[config.mk]
export PLATFORM = sky130hd
export DESIGN_NAME = quadratic_form_overlap_magnitude_unit
export DESIGN_NICKNAME = d
export VERILOG_FILES = /design/src/hdl/qfom_pkg.sv /design/src/hdl/qfom_front.sv /design/src/hdl/qfom_queue.sv /design/src/hdl/qfom_back.sv /design/src/hdl/quadratic_form_overlap_magnitude_unit.sv
export SDC_FILE = /design/constraint.sdc
export NUM_CORES = 2
export LEC_CHECK = 0
export ABC_AREA = 1
export BUFFER_PORTS_ARGS = -buffer_cell sky130_fd_sc_hd__buf_2
export CELL_PAD_IN_SITES_DETAIL_PLACEMENT = 0
export CELL_PAD_IN_SITES_GLOBAL_PLACEMENT = 1
export CORE_MARGIN = 4
export CORE_UTILIZATION = 50
export CTS_CLUSTER_SIZE = 20
export DETAILED_ROUTE_END_ITERATION = 10
export PLACE_DENSITY = 0.85
export SYNTH_ARGS = -nofsm -noshare
export SYNTH_HDL_FRONTEND = slang
export SYNTH_SLANG_ARGS = --single-unit
[constraint.sdc]
create_clock -name clk -period 9.7 [get_ports clk]
set_input_delay 0.97 -clock clk [delete_from_list [all_inputs] [get_ports clk]]
set_output_delay 0.97 -clock clk [all_outputs]
set_load 0.05 [all_outputs]
[src/hdl/qfom_pkg.sv]
// Shared types and constants for the quadratic-form overlap magnitude unit.
// No dependencies.
package qfom_pkg;

  localparam int MAX_QUBITS = 10;
  localparam int K_W        = 4;                             // qubit_count register width
  localparam int QF_W       = MAX_QUBITS * (MAX_QUBITS + 1) / 2; // 55 form bits
  localparam int SAMPLE_W   = 16;
  localparam int ACC_W      = 28;
  localparam int ABS_W      = 26;                            // |acc| <= 2^25
  localparam int SQ_W       = 2 * ABS_W;
  localparam int SUM_W      = SQ_W + 1;
  localparam int MAG_W      = 21;
  localparam int RAD_W      = 2 * MAG_W;                     // radicand bits under the cap
  localparam int REM_W      = MAG_W + 2;
  localparam int CFG_IDX_W  = 2;
  localparam int CFG_DATA_W = QF_W;

  localparam logic [CFG_IDX_W-1:0] REG_QUBIT_COUNT = 2'd0;
  localparam logic [CFG_IDX_W-1:0] REG_QUAD_FORM   = 2'd1;
  localparam logic [CFG_IDX_W-1:0] REG_LINEAR_MASK = 2'd2;

  localparam logic [MAG_W-1:0] MAG_MAX = {MAG_W{1'b1}};

  typedef struct packed {
    logic [K_W-1:0]        qubit_count;
    logic [QF_W-1:0]       quad_form;
    logic [MAX_QUBITS-1:0] linear_mask;
  } qfom_cfg_t;

  // Finished sum of one block, handed from front to back.
  typedef struct packed {
    logic signed [ACC_W-1:0] acc_re;
    logic signed [ACC_W-1:0] acc_im;
    logic [K_W-1:0]          k;
  } qfom_entry_t;

endpackage

[src/hdl/qfom_front.sv]
// Front end: takes samples, applies the quadratic-form phase and accumulates.
// Pushes the finished sum of each block into the queue. Uses qfom_pkg.
module qfom_front (
  input  logic                              clk,
  input  logic                              rst,
  input  qfom_pkg::qfom_cfg_t               cfg,
  input  logic                              in_valid,
  output logic                              in_stall,
  input  logic signed [qfom_pkg::SAMPLE_W-1:0] sample_re,
  input  logic signed [qfom_pkg::SAMPLE_W-1:0] sample_im,
  input  logic                              q_full,
  output logic                              q_push,
  output qfom_pkg::qfom_entry_t             q_entry
);
  import qfom_pkg::*;

  logic [K_W-1:0]                          k_eff;
  logic [MAX_QUBITS-1:0]                   last_idx;
  logic [MAX_QUBITS-1:0]                   x;
  logic [MAX_QUBITS-1:0]                   sample_index;
  logic signed [ACC_W-1:0]                 acc_re;
  logic signed [ACC_W-1:0]                 acc_im;
  logic [MAX_QUBITS-1:0][MAX_QUBITS-1:0]   qsel;
  logic                                    quad;
  logic                                    lin;
  logic signed [SAMPLE_W:0]                re_x;
  logic signed [SAMPLE_W:0]                im_x;
  logic signed [SAMPLE_W:0]                p_re;
  logic signed [SAMPLE_W:0]                p_im;
  logic signed [ACC_W-1:0]                 sum_re;
  logic signed [ACC_W-1:0]                 sum_im;
  logic                                    accept;
  logic                                    is_last;

  always_comb begin
    if (cfg.qubit_count == '0) begin
      k_eff = K_W'(1);
    end else if (cfg.qubit_count > K_W'(MAX_QUBITS)) begin
      k_eff = K_W'(MAX_QUBITS);
    end else begin
      k_eff = cfg.qubit_count;
    end
  end

  assign last_idx = ~({MAX_QUBITS{1'b1}} << k_eff);
  assign x        = sample_index & last_idx;
  assign is_last  = sample_index >= last_idx;

  // Packed position of pair (i,j) moves with k; pick the form bit per pair.
  for (genvar i = 0; i < MAX_QUBITS; i++) begin : g_row
    for (genvar j = 0; j < MAX_QUBITS; j++) begin : g_col
      if (j >= i) begin : g_pair
        logic [MAX_QUBITS:0] cand;
        assign cand[0] = 1'b0;
        for (genvar kk = 1; kk <= MAX_QUBITS; kk++) begin : g_k
          localparam int POS = i * kk - (i * (i - 1)) / 2 + (j - i);
          if (j < kk && POS < QF_W) begin : g_on
            assign cand[kk] = cfg.quad_form[POS];
          end else begin : g_off
            assign cand[kk] = 1'b0;
          end
        end
        assign qsel[i][j] = cand[k_eff];
      end else begin : g_lower
        assign qsel[i][j] = 1'b0;
      end
    end
  end

  always_comb begin
    quad = 1'b0;
    for (int i = 0; i < MAX_QUBITS; i++) begin
      for (int j = 0; j < MAX_QUBITS; j++) begin
        quad = quad ^ (x[i] & x[j] & qsel[i][j]);
      end
    end
  end

  assign lin = ^(x & cfg.linear_mask);

  always_comb begin
    re_x = (SAMPLE_W+1)'(sample_re);
    im_x = (SAMPLE_W+1)'(sample_im);
    if (lin) begin
      p_re = -im_x;
      p_im = re_x;
    end else begin
      p_re = re_x;
      p_im = im_x;
    end
    if (quad) begin
      p_re = -p_re;
      p_im = -p_im;
    end
  end

  assign sum_re = acc_re + ACC_W'(p_re);
  assign sum_im = acc_im + ACC_W'(p_im);

  assign in_stall       = q_full;
  assign accept         = in_valid & ~q_full;
  assign q_push         = accept & is_last;
  assign q_entry.acc_re = sum_re;
  assign q_entry.acc_im = sum_im;
  assign q_entry.k      = k_eff;

  always_ff @(posedge clk) begin
    if (rst) begin
      acc_re       <= '0;
      acc_im       <= '0;
      sample_index <= '0;
    end else if (accept) begin
      if (is_last) begin
        acc_re       <= '0;
        acc_im       <= '0;
        sample_index <= '0;
      end else begin
        acc_re       <= sum_re;
        acc_im       <= sum_im;
        sample_index <= sample_index + MAX_QUBITS'(1);
      end
    end
  end

endmodule

[src/hdl/qfom_queue.sv]
// Short queue of finished block sums between front and back.
// Uses qfom_pkg for the entry type.
module qfom_queue #(
  parameter int DEPTH = 2
) (
  input  logic                  clk,
  input  logic                  rst,
  input  logic                  push,
  input  qfom_pkg::qfom_entry_t wr_entry,
  input  logic                  pop,
  output qfom_pkg::qfom_entry_t rd_entry,
  output logic                  full,
  output logic                  empty
);
  import qfom_pkg::*;

  localparam int PTR_W = (DEPTH > 1) ? $clog2(DEPTH) : 1;
  localparam int CNT_W = $clog2(DEPTH + 1);

  qfom_entry_t      mem [DEPTH];
  logic [PTR_W-1:0] wr_ptr;
  logic [PTR_W-1:0] rd_ptr;
  logic [CNT_W-1:0] count;
  logic             do_push;
  logic             do_pop;

  assign full     = count == CNT_W'(DEPTH);
  assign empty    = count == '0;
  assign do_push  = push & ~full;
  assign do_pop   = pop & ~empty;
  assign rd_entry = mem[rd_ptr];

  always_ff @(posedge clk) begin
    if (do_push) begin
      mem[wr_ptr] <= wr_entry;
    end
  end

  always_ff @(posedge clk) begin
    if (rst) begin
      wr_ptr <= '0;
      rd_ptr <= '0;
      count  <= '0;
    end else begin
      if (do_push) begin
        wr_ptr <= (wr_ptr == PTR_W'(DEPTH - 1)) ? '0 : wr_ptr + PTR_W'(1);
      end
      if (do_pop) begin
        rd_ptr <= (rd_ptr == PTR_W'(DEPTH - 1)) ? '0 : rd_ptr + PTR_W'(1);
      end
      if (do_push && !do_pop) begin
        count <= count + CNT_W'(1);
      end else if (do_pop && !do_push) begin
        count <= count - CNT_W'(1);
      end
    end
  end

endmodule

[src/hdl/qfom_back.sv]
// Back end: squares the block sum, scales by 2^-k and takes the integer
// square root one bit per cycle; drives the output register. Uses qfom_pkg.
module qfom_back (
  input  logic                        clk,
  input  logic                        rst,
  input  qfom_pkg::qfom_entry_t       q_entry,
  input  logic                        q_empty,
  output logic                        q_pop,
  output logic                        out_valid,
  input  logic                        out_stall,
  output logic [qfom_pkg::MAG_W-1:0]  overlap_mag
);
  import qfom_pkg::*;

  typedef enum logic [5:0] {
    ST_IDLE   = 6'b000001,
    ST_SQUARE = 6'b000010,
    ST_SUM    = 6'b000100,
    ST_SCALE  = 6'b001000,
    ST_ROOT   = 6'b010000,
    ST_DONE   = 6'b100000
  } back_state_t;

  localparam int CNT_W = $clog2(MAG_W);

  back_state_t        state;
  logic [ABS_W-1:0]   abs_re;
  logic [ABS_W-1:0]   abs_im;
  logic [K_W-1:0]     k;
  logic [SQ_W-1:0]    sq_re;
  logic [SQ_W-1:0]    sq_im;
  logic [SUM_W-1:0]   sum;
  logic [SUM_W-1:0]   scaled;
  logic               sat;
  logic [RAD_W-1:0]   rad;
  logic [REM_W-1:0]   rem;
  logic [MAG_W-1:0]   root;
  logic [CNT_W-1:0]   cnt;
  logic [REM_W+1:0]   rem_sh;
  logic [REM_W+1:0]   trial;
  logic               take;
  logic [REM_W-1:0]   rem_next;
  logic [MAG_W-1:0]   root_next;
  logic [ACC_W-1:0]   mag_re;
  logic [ACC_W-1:0]   mag_im;
  logic               load_out;

  assign mag_re = q_entry.acc_re[ACC_W-1] ? ACC_W'(-q_entry.acc_re) : ACC_W'(q_entry.acc_re);
  assign mag_im = q_entry.acc_im[ACC_W-1] ? ACC_W'(-q_entry.acc_im) : ACC_W'(q_entry.acc_im);

  assign scaled = sum >> k;

  // Restoring square root, two radicand bits per step.
  always_comb begin
    rem_sh = {rem, rad[RAD_W-1 -: 2]};
    trial  = (REM_W+2)'({root, 2'b01});
    take   = rem_sh >= trial;
    if (take) begin
      rem_next  = REM_W'(rem_sh - trial);
      root_next = {root[MAG_W-2:0], 1'b1};
    end else begin
      rem_next  = REM_W'(rem_sh);
      root_next = {root[MAG_W-2:0], 1'b0};
    end
  end

  assign q_pop    = (state == ST_IDLE) && !q_empty;
  assign load_out = (state == ST_DONE) && (!out_valid || !out_stall);

  always_ff @(posedge clk) begin
    if (rst) begin
      state     <= ST_IDLE;
      out_valid <= 1'b0;
    end else begin
      if (load_out) begin
        out_valid <= 1'b1;
      end else if (!out_stall) begin
        out_valid <= 1'b0;
      end
      unique case (state)
        ST_IDLE:   if (!q_empty) state <= ST_SQUARE;
        ST_SQUARE: state <= ST_SUM;
        ST_SUM:    state <= ST_SCALE;
        ST_SCALE:  state <= ST_ROOT;
        ST_ROOT:   if (cnt == CNT_W'(MAG_W - 1)) state <= ST_DONE;
        ST_DONE:   if (load_out) state <= ST_IDLE;
        default:   state <= ST_IDLE;
      endcase
    end
  end

  always_ff @(posedge clk) begin
    if (q_pop) begin
      abs_re <= mag_re[ABS_W-1:0];
      abs_im <= mag_im[ABS_W-1:0];
      k      <= q_entry.k;
    end
    if (state == ST_SQUARE) begin
      sq_re <= abs_re * abs_re;
      sq_im <= abs_im * abs_im;
    end
    if (state == ST_SUM) begin
      sum <= SUM_W'(sq_re) + SUM_W'(sq_im);
    end
    if (state == ST_SCALE) begin
      sat  <= |scaled[SUM_W-1:RAD_W];
      rad  <= scaled[RAD_W-1:0];
      rem  <= '0;
      root <= '0;
      cnt  <= '0;
    end
    if (state == ST_ROOT) begin
      rem  <= rem_next;
      root <= root_next;
      rad  <= {rad[RAD_W-3:0], 2'b00};
      cnt  <= cnt + CNT_W'(1);
    end
    if (load_out) begin
      overlap_mag <= sat ? MAG_MAX : root;
    end
  end

endmodule

[src/hdl/quadratic_form_overlap_magnitude_unit.sv]
// Quadratic-form overlap magnitude unit: top level with configuration registers.
// Instantiates qfom_front, qfom_queue and qfom_back; uses qfom_pkg.
//
// Streams 2^k complex Q1.15 samples per block (k = qubit_count, 0 read as 1,
// above 10 read as 10), phases each by (-1)^(xQx) * i^(c.x) with x the arrival
// order inside the block, sums them exactly and returns one overlap_mag per
// block: floor(|sum| * 2^(-k/2)) in Q.15, saturated at 2^21-1. The front takes
// one sample per cycle while the queue is not full; the phase is an AND-XOR
// network and the sum a single add. Each finished block sum goes through a
// queue of QUEUE_DEPTH entries to the back end, which for each result pops,
// squares, adds, scales by 2^-k, runs 21 square-root steps and loads the
// output register. The back end's root loop sets the sustained rate for short
// blocks, and it takes no new block sum until its last result is loaded.
// A result waits in the output register while the back end moves on to the
// next block sum. Config writes take effect on the next sample and are meant
// for idle periods; a write to an index past linear_mask is ignored.
module quadratic_form_overlap_magnitude_unit #(
  parameter int QUEUE_DEPTH = 2
) (
  input  logic                                  clk,
  input  logic                                  rst,
  // configuration write port
  input  logic                                  cfg_write,
  input  logic [qfom_pkg::CFG_IDX_W-1:0]        cfg_index,
  input  logic [qfom_pkg::CFG_DATA_W-1:0]       cfg_data,
  // sample transactions
  input  logic                                  in_valid,
  output logic                                  in_stall,
  input  logic signed [qfom_pkg::SAMPLE_W-1:0]  sample_re,
  input  logic signed [qfom_pkg::SAMPLE_W-1:0]  sample_im,
  // result transactions
  output logic                                  out_valid,
  input  logic                                  out_stall,
  output logic [qfom_pkg::MAG_W-1:0]            overlap_mag
);
  import qfom_pkg::*;

  qfom_cfg_t   cfg;
  qfom_entry_t push_entry;
  qfom_entry_t pop_entry;
  logic        q_push;
  logic        q_pop;
  logic        q_full;
  logic        q_empty;

  // Configuration registers, reset to k = 1, Q = 0, c = 0.
  always_ff @(posedge clk) begin
    if (rst) begin
      cfg.qubit_count <= K_W'(1);
      cfg.quad_form   <= '0;
      cfg.linear_mask <= '0;
    end else if (cfg_write) begin
      unique case (cfg_index)
        REG_QUBIT_COUNT: cfg.qubit_count <= cfg_data[K_W-1:0];
        REG_QUAD_FORM:   cfg.quad_form   <= cfg_data[QF_W-1:0];
        REG_LINEAR_MASK: cfg.linear_mask <= cfg_data[MAX_QUBITS-1:0];
        default:         ;
      endcase
    end
  end

  // Phase and accumulate, one sample per cycle unless the queue is full.
  qfom_front u_front (
    .clk       (clk),
    .rst       (rst),
    .cfg       (cfg),
    .in_valid  (in_valid),
    .in_stall  (in_stall),
    .sample_re (sample_re),
    .sample_im (sample_im),
    .q_full    (q_full),
    .q_push    (q_push),
    .q_entry   (push_entry)
  );

  // Decouples the streaming front from the multi-cycle magnitude path.
  qfom_queue #(
    .DEPTH (QUEUE_DEPTH)
  ) u_queue (
    .clk      (clk),
    .rst      (rst),
    .push     (q_push),
    .wr_entry (push_entry),
    .pop      (q_pop),
    .rd_entry (pop_entry),
    .full     (q_full),
    .empty    (q_empty)
  );

  // Square, scale, root, output register.
  qfom_back u_back (
    .clk         (clk),
    .rst         (rst),
    .q_entry     (pop_entry),
    .q_empty     (q_empty),
    .q_pop       (q_pop),
    .out_valid   (out_valid),
    .out_stall   (out_stall),
    .overlap_mag (overlap_mag)
  );

endmodule

Word level (Yosys, flattened, before mapping). Memory sizes are Yosys's and may differ from the RTL's. A register that Yosys moved wholly into a read port is not among the register bits. Index checks and enable logic that the tools add are counted.

Equal/unequal tests: 14. Add/sub/neg operators: 15. Div/mod/pow operators: 0. Shift-type cells: 2. Magnitude comparators: 4. Mux-type cells: 145. Bitwise gates (word level): 163. Reductions and logical operators: 21. Multipliers: 2.

Operator list (number): 1-bit binary-select mux with 4-bit select (55); 1-bit bitwise AND (104); 26-bit by 26-bit multiplier with 52-bit output (2); 42-bit two-way mux (2); 23-bit two-way mux (3); 17-bit two-way mux (4); 1-bit two-way mux (64); 28-bit by 17-bit adder with 28-bit output (2); 28-bit two-way mux (2); 1-bit bitwise XOR (54); 52-bit by 52-bit adder with 53-bit output (1); 53-bit by 4-bit right shift with 53-bit output (1); 26-bit two-way mux (2); 26-bit negator (2); 21-bit two-way mux (2); 6-bit one-hot mux with 6 select lines (1); 17-bit negator (2); 25-bit by 23-bit greater-or-equal comparator with 1-bit output (1); 23-bit subtractor (1); 10-bit bitwise AND (2); 6-bit two-way mux (3); 16-bit negator with 17-bit output (1); 11-bit OR reduction (1); 10-bit by 1-bit adder with 10-bit output, second input constant (1); other kinds (34) (53).

Word-level logic and storage cells: 391. ROM bits: 0. Bits in latches: 0. Bits in writable memories: 120. Output and inout port bits: 23. Flip-flop bits (word level): 472. Memories kept: 1.

Memories: u_queue.mem (words 2, bits a word 60, read ports 1, clocked after memory_dff 1, wr ports 1, line qfom_queue.sv:20) `qfom_entry_t mem [DEPTH];`.

Depth between registers and ports, before layout.
Depth in word-level cells: 65. Mapped depth: 58. Gate-level depth less buffers: 55.

Hierarchy. Synthesis repeated with hierarchy kept, for this count alone.

Cell total of the unflattened synthesis: 10156. Area total of the unflattened synthesis: 78997.0 um2.

Modules (own cells, without submodules): qfom_back (instances 1, cells an instance 7864, area each 61755.5 um2); qfom_front (instances 1, cells an instance 1627, area each 9490.4 um2); qfom_queue (instances 1, cells an instance 224, area each 4882.2 um2); quadratic_form_overlap_magnitude_unit (instances 1, cells an instance 441, area each 2869.0 um2).

Least setup slack after synthesis. Ideal clock, no wire load.

Kind: register to register. Start point: register u_back.abs_re[16]. End point: register u_back.sq_re[49] (data pin). Stages on the path, launching flop included: 31. Period minus slack after synthesis: 7249 ps. Arrival: 6986 ps. Required time: 9438 ps. Slack: 2451 ps. Cell sequence: edfxtp_1 clkbuf_1 clkbuf_1 nand2_1 fa_1 inv_1 fa_1 fa_1 fa_1 fa_1 inv_1 fa_1 inv_1 fa_1 ha_1 nand2_1 o21ai_0 a21oi_1 o21ai_0 a21oi_1 o21ai_0 nand2_1 o211ai_1 a31oi_1 o21ai_0 nand3_1 nand2_1 nand2_1 o211ai_1 a21oi_1 xor2_1.

Word-level cells in the longest chain between the ends: 1.

RTL lines: from (decl) (line qfom_back.sv:27) `logic [ABS_W-1:0] abs_re;`; from (signal assigned) (line qfom_back.sv:94) `abs_re <= mag_re[ABS_W-1:0];`; 26-bit by 26-bit multiplier with 52-bit output (line qfom_back.sv:99) `sq_re <= abs_re * abs_re;`; to (signal assigned) (line qfom_back.sv:99); to (decl) (line qfom_back.sv:30) `logic [SQ_W-1:0] sq_re;`.

Every way passes these cells. A chain may end at the register's enable or synchronous reset.

Worst setup path in the final report.
Start point: register u_back.abs_re[11]. End point: register u_back.sq_re[49] (data pin).

Same word-level chain as after synthesis.

==> results.md <==
Clock tree:
- The clock latency on the worst-skew pair is 0.68 ns.
- After clock tree synthesis, the clock-pin slew on the worst setup and hold paths is 0.06 ns.
- The maximum clock path buffer count is 3.
- TritonCTS built the clock tree.
- CTS built an H-tree with a depth of 3.
- After clock tree synthesis, the setup repair step added 0 buffers.
- The clock drives 587 sinks.
- The number of resized instances in the post-cts repair step is 0.
- The cell at the root of the clock tree is clkbuf_16.
- The number of hold-repair buffers added at the cts stage is 0.
- The total CTS buffers is 68.

Routing:
- The detailed-route wire length is 177000 µm.
- After the first detailed-routing iteration, the DRC count stood at 3666.
- The number of detailed-routing iterations run before antenna repair is 6.
- Dividing the detail-routed via count by the number of cells gives 5.17.
- In the final routed layout, each cell accounts on average for 17.2 µm.
- After detailed routing, the number of remaining DRC violations is 0.
- The count of vias placed by the detailed router is 53400.
- Once detail routing completed, the nets flagged for antenna violations numbered 0.

Critical path:
- The worst setup path is launched from a flop.
- The cell type group with the largest total delay on the critical path is adder cells.
- The class of the most critical setup path is flop to flop.
- The largest single stage delay on the critical path is 1.15 ns.
- Data on the critical path is required at its endpoint by 10.10 ns.
- The most frequent cell on the critical path is fa_1.
- The kind of capture point of the worst setup path is a flop.
- Together, buffers and inverters on the worst path number 3.
- The slowest cell on the critical path is edfxtp_1.
- Along the worst path, the maximum fanout reaches 26.
- Data on the critical path arrives at its endpoint at 8.74 ns.

Yosys:
- The dominant synthesized flop cell is edfxtp_1.
- The netlist area before placement is 71600 µm².
- The synthesized netlist devotes 4.13% of its cell area to XOR and XNOR gates.
- The flip-flop and latch count after synthesis is 587.
- The count of flip-flops with a built-in enable after synthesis is 438.
- After synthesis, the share of flip-flops with an asynchronous set or reset is 0%.
- The largest family of logic cells by synthesized area is adder cells.
- Counting every instance in the synthesized netlist gives 8426.
- After synthesis, flip-flops and latches occupy 22.5% of the total area.
- The synthesized netlist devotes 8.02% of its cell area to compound gates.
- After synthesis, the share of cell area in mux cells is 0.587%.
- Sorting the synthesized cells by area gives the leading types as fa_1, edfxtp_1, inv_1, ha_1, nand2_1.
- Summed over its instances, the top area cell type makes up 28.7% of the synthesized netlist area.
- The count of different cell masters after synthesis is 62.
- Summing the areas of all and, or, nand and nor instances in the mapped netlist gives 13.9% of the synthesized area.
- The synthesized design spends more area on one cell type than any other, namely fa_1.
- The number of warnings printed during yosys synthesis is 0.
- The mean instance size in the synthesized netlist is 8.50 µm².
- After Yosys synthesis, full adders, half adders and majority gates account for 38.2% of the synthesized area.

GRT:
- Summed over all layers, the global routing overflow is 0.
- The first-pass GRT wire length is 291000 µm.
- Global routing used 24.1% of the available tracks across all layers.
- The maximum number of pins on one net before global-route repair is 111.
- The number of antenna violations at the first check in global routing is 3.
- The via count of the first global-routing pass is 55500.

Timing:
- The smallest clock period supported by the final layout is computed as 8.34 ns.
- The highest clock rate is 120 MHz.
- Setup repair after global routing left no endpoint under its margin.
- For the final database, setup skew stands at 0.0307 ns.
- The actual transition at the worst max-transition pin is 1.22 ns.
- In this run the tightest slew margin relative to its limit is 18.9%.
- Adding up every negative setup slack in the final design gives 0 ns.
- The number of slew-limit violations in the final report was 0.
- The setup-violating endpoint count in the final report is 0.
- Dividing the final minimum period by the clock period gives 85.9%.
- The hold violation count in the final report came to 0.

Floorplanning:
- The floorplan step set the die width to 386 µm.
- Once the floorplan was initialized, standard cells occupied 50.4% of the core.
- The initialized floorplan defines 138 standard-cell rows.
- The height of the die is 386 µm.
- Pin placement for this block handled 117 I/O pins.
- The die area is 149000 µm².
- The area inside the core boundary is 142000 µm².

Cells and area:
- The final layout net count is 10100.
- The top cell types in the final layout, fill and taps aside, are inv_1, nand2_1, fa_1.
- The post-route netlist has 4.56% of its cells at a drive strength greater than 1.
- Counting the fill cells in the layout gives 13100.
- The multi-input combinational cells in the finished layout cover a total of 46500 µm².
- Relative to the synthesized area, the layout overhead comes to 6.73%.
- The sequential standard cell area is 16100 µm².
- Leaving out fill and tap cells, the most frequent cell in the layout is inv_1.

Placement:
- The sum of net half-perimeters after detailed placement is 143000 µm.
- The routability congestion estimate is 0.942.
- The number of buffer cells added on primary ports is 116.

Hold path:
- The path class of the tightest hold or removal check is flop to flop.

Job:
- The tool flagged a number of max-cap violations equal to 0.

Outcome:
- The run finished with clean final reports.
per-layer routing:
| metal | vias up | global-route usage (%) | share of wire (%) |
|---|---|---|---|
| li1 | 25700 | - | - |
| met4 | 0 | 9.06 | 4.2 |
| met5 | - | 0 | 0 |
| met2 | 1413 | 40.5 | 48 |
| met1 | 26000 | 32.0 | 43 |
| met3 | 319 | 2.85 | 5.2 |
final timing paths:
kind                            depth (start not counted)         startpoint                to  slack, ns
worst max register to register                         28  u_back.abs_re[11]  u_back.sq_re[49]       1.36
worst min register to register                          2            cfg[59]           cfg[59]       0.46
worst min-delay path                                    2            cfg[59]           cfg[59]       0.46
worst max-delay path                                   28  u_back.abs_re[11]  u_back.sq_re[49]       1.36
Yosys cell counts (149+ instances only):
library cell and n:
a21oi_1 457, clkbuf_1 258, dfxtp_1 149, edfxtp_1 438, fa_1 1028, ha_1 544
inv_1 2054, nand2_1 1689, nand3_1 256, nor2_1 345, o21ai_0 412, xor2_1 221
worst reg2reg max path, delay by kind of cell, from the launching register on:
kind	cells	cell delay, ns
AOI/OAI and AO/OA	10	1.95
adders and majority gates	8	3.91
and+or+nand+nor	6	0.78
DFF	1	1.15
xor gates and xnor gates	1	0.15
buffers and inverters	3	0.15
cell type report:
cell class / count / share of cell area [%]
repair buffers: 196 / 1.55
flip-flops and latches: 587 / 21.1
well taps: 1890 / 3.09
multi-input cells: 5468 / 60.9
inverters: 2066 / 10.2
clock inverters: 41 / 0.755
clock buffers: 83 / 2.42
diodes: 1 / 0.00327
per-stage QoR:
stage          area (µm²)  cells  setup slack (ns)  util [%]  hold slack [ns]
2_1_floorplan       71600   8428              2.45         -            0.424
3_3_place_gp        74000  10200              1.60      52.1            0.432
3_5_place_dp        74000  10200              1.46      52.1            0.450
4_1_cts             76400  10300              1.41      53.8            0.459
5_1_grt             76400  10300             0.846      53.8            0.481
6_report            76400  10300              1.36      53.8            0.457
cell families after synthesis:
kind of cell | count (synthesis)
AOI/OAI and AO/OA | 1059
xor gates and xnor gates | 338
adders and majority gates | 1572
buffers and inverters | 2373
DFF | 587
muxes | 42
other | 1
and+or+nand+nor | 2454
sequential cells by signal, indices dropped and copies added, names as in the netlist, 2 cells and up, named ones only:
register,cells
u_back.overlap_mag,21
cfg,69
u_back.root,21
u_queue.mem,116
u_front.acc_im,28
u_front.sample_index,10
u_back.sq_re,51
u_front.acc_re,28
u_back.state,6
u_back.rem,23
u_back.abs_im,26
u_back.rad,42
u_queue.count,2
u_back.sq_im,51
u_back.abs_re,26
u_back.k,4
u_back.sum,53
u_back.cnt,5
Power is left out: the tool's default activity adds up to more than one toggle a clock period on the data nets, which glitch-free logic cannot reach.
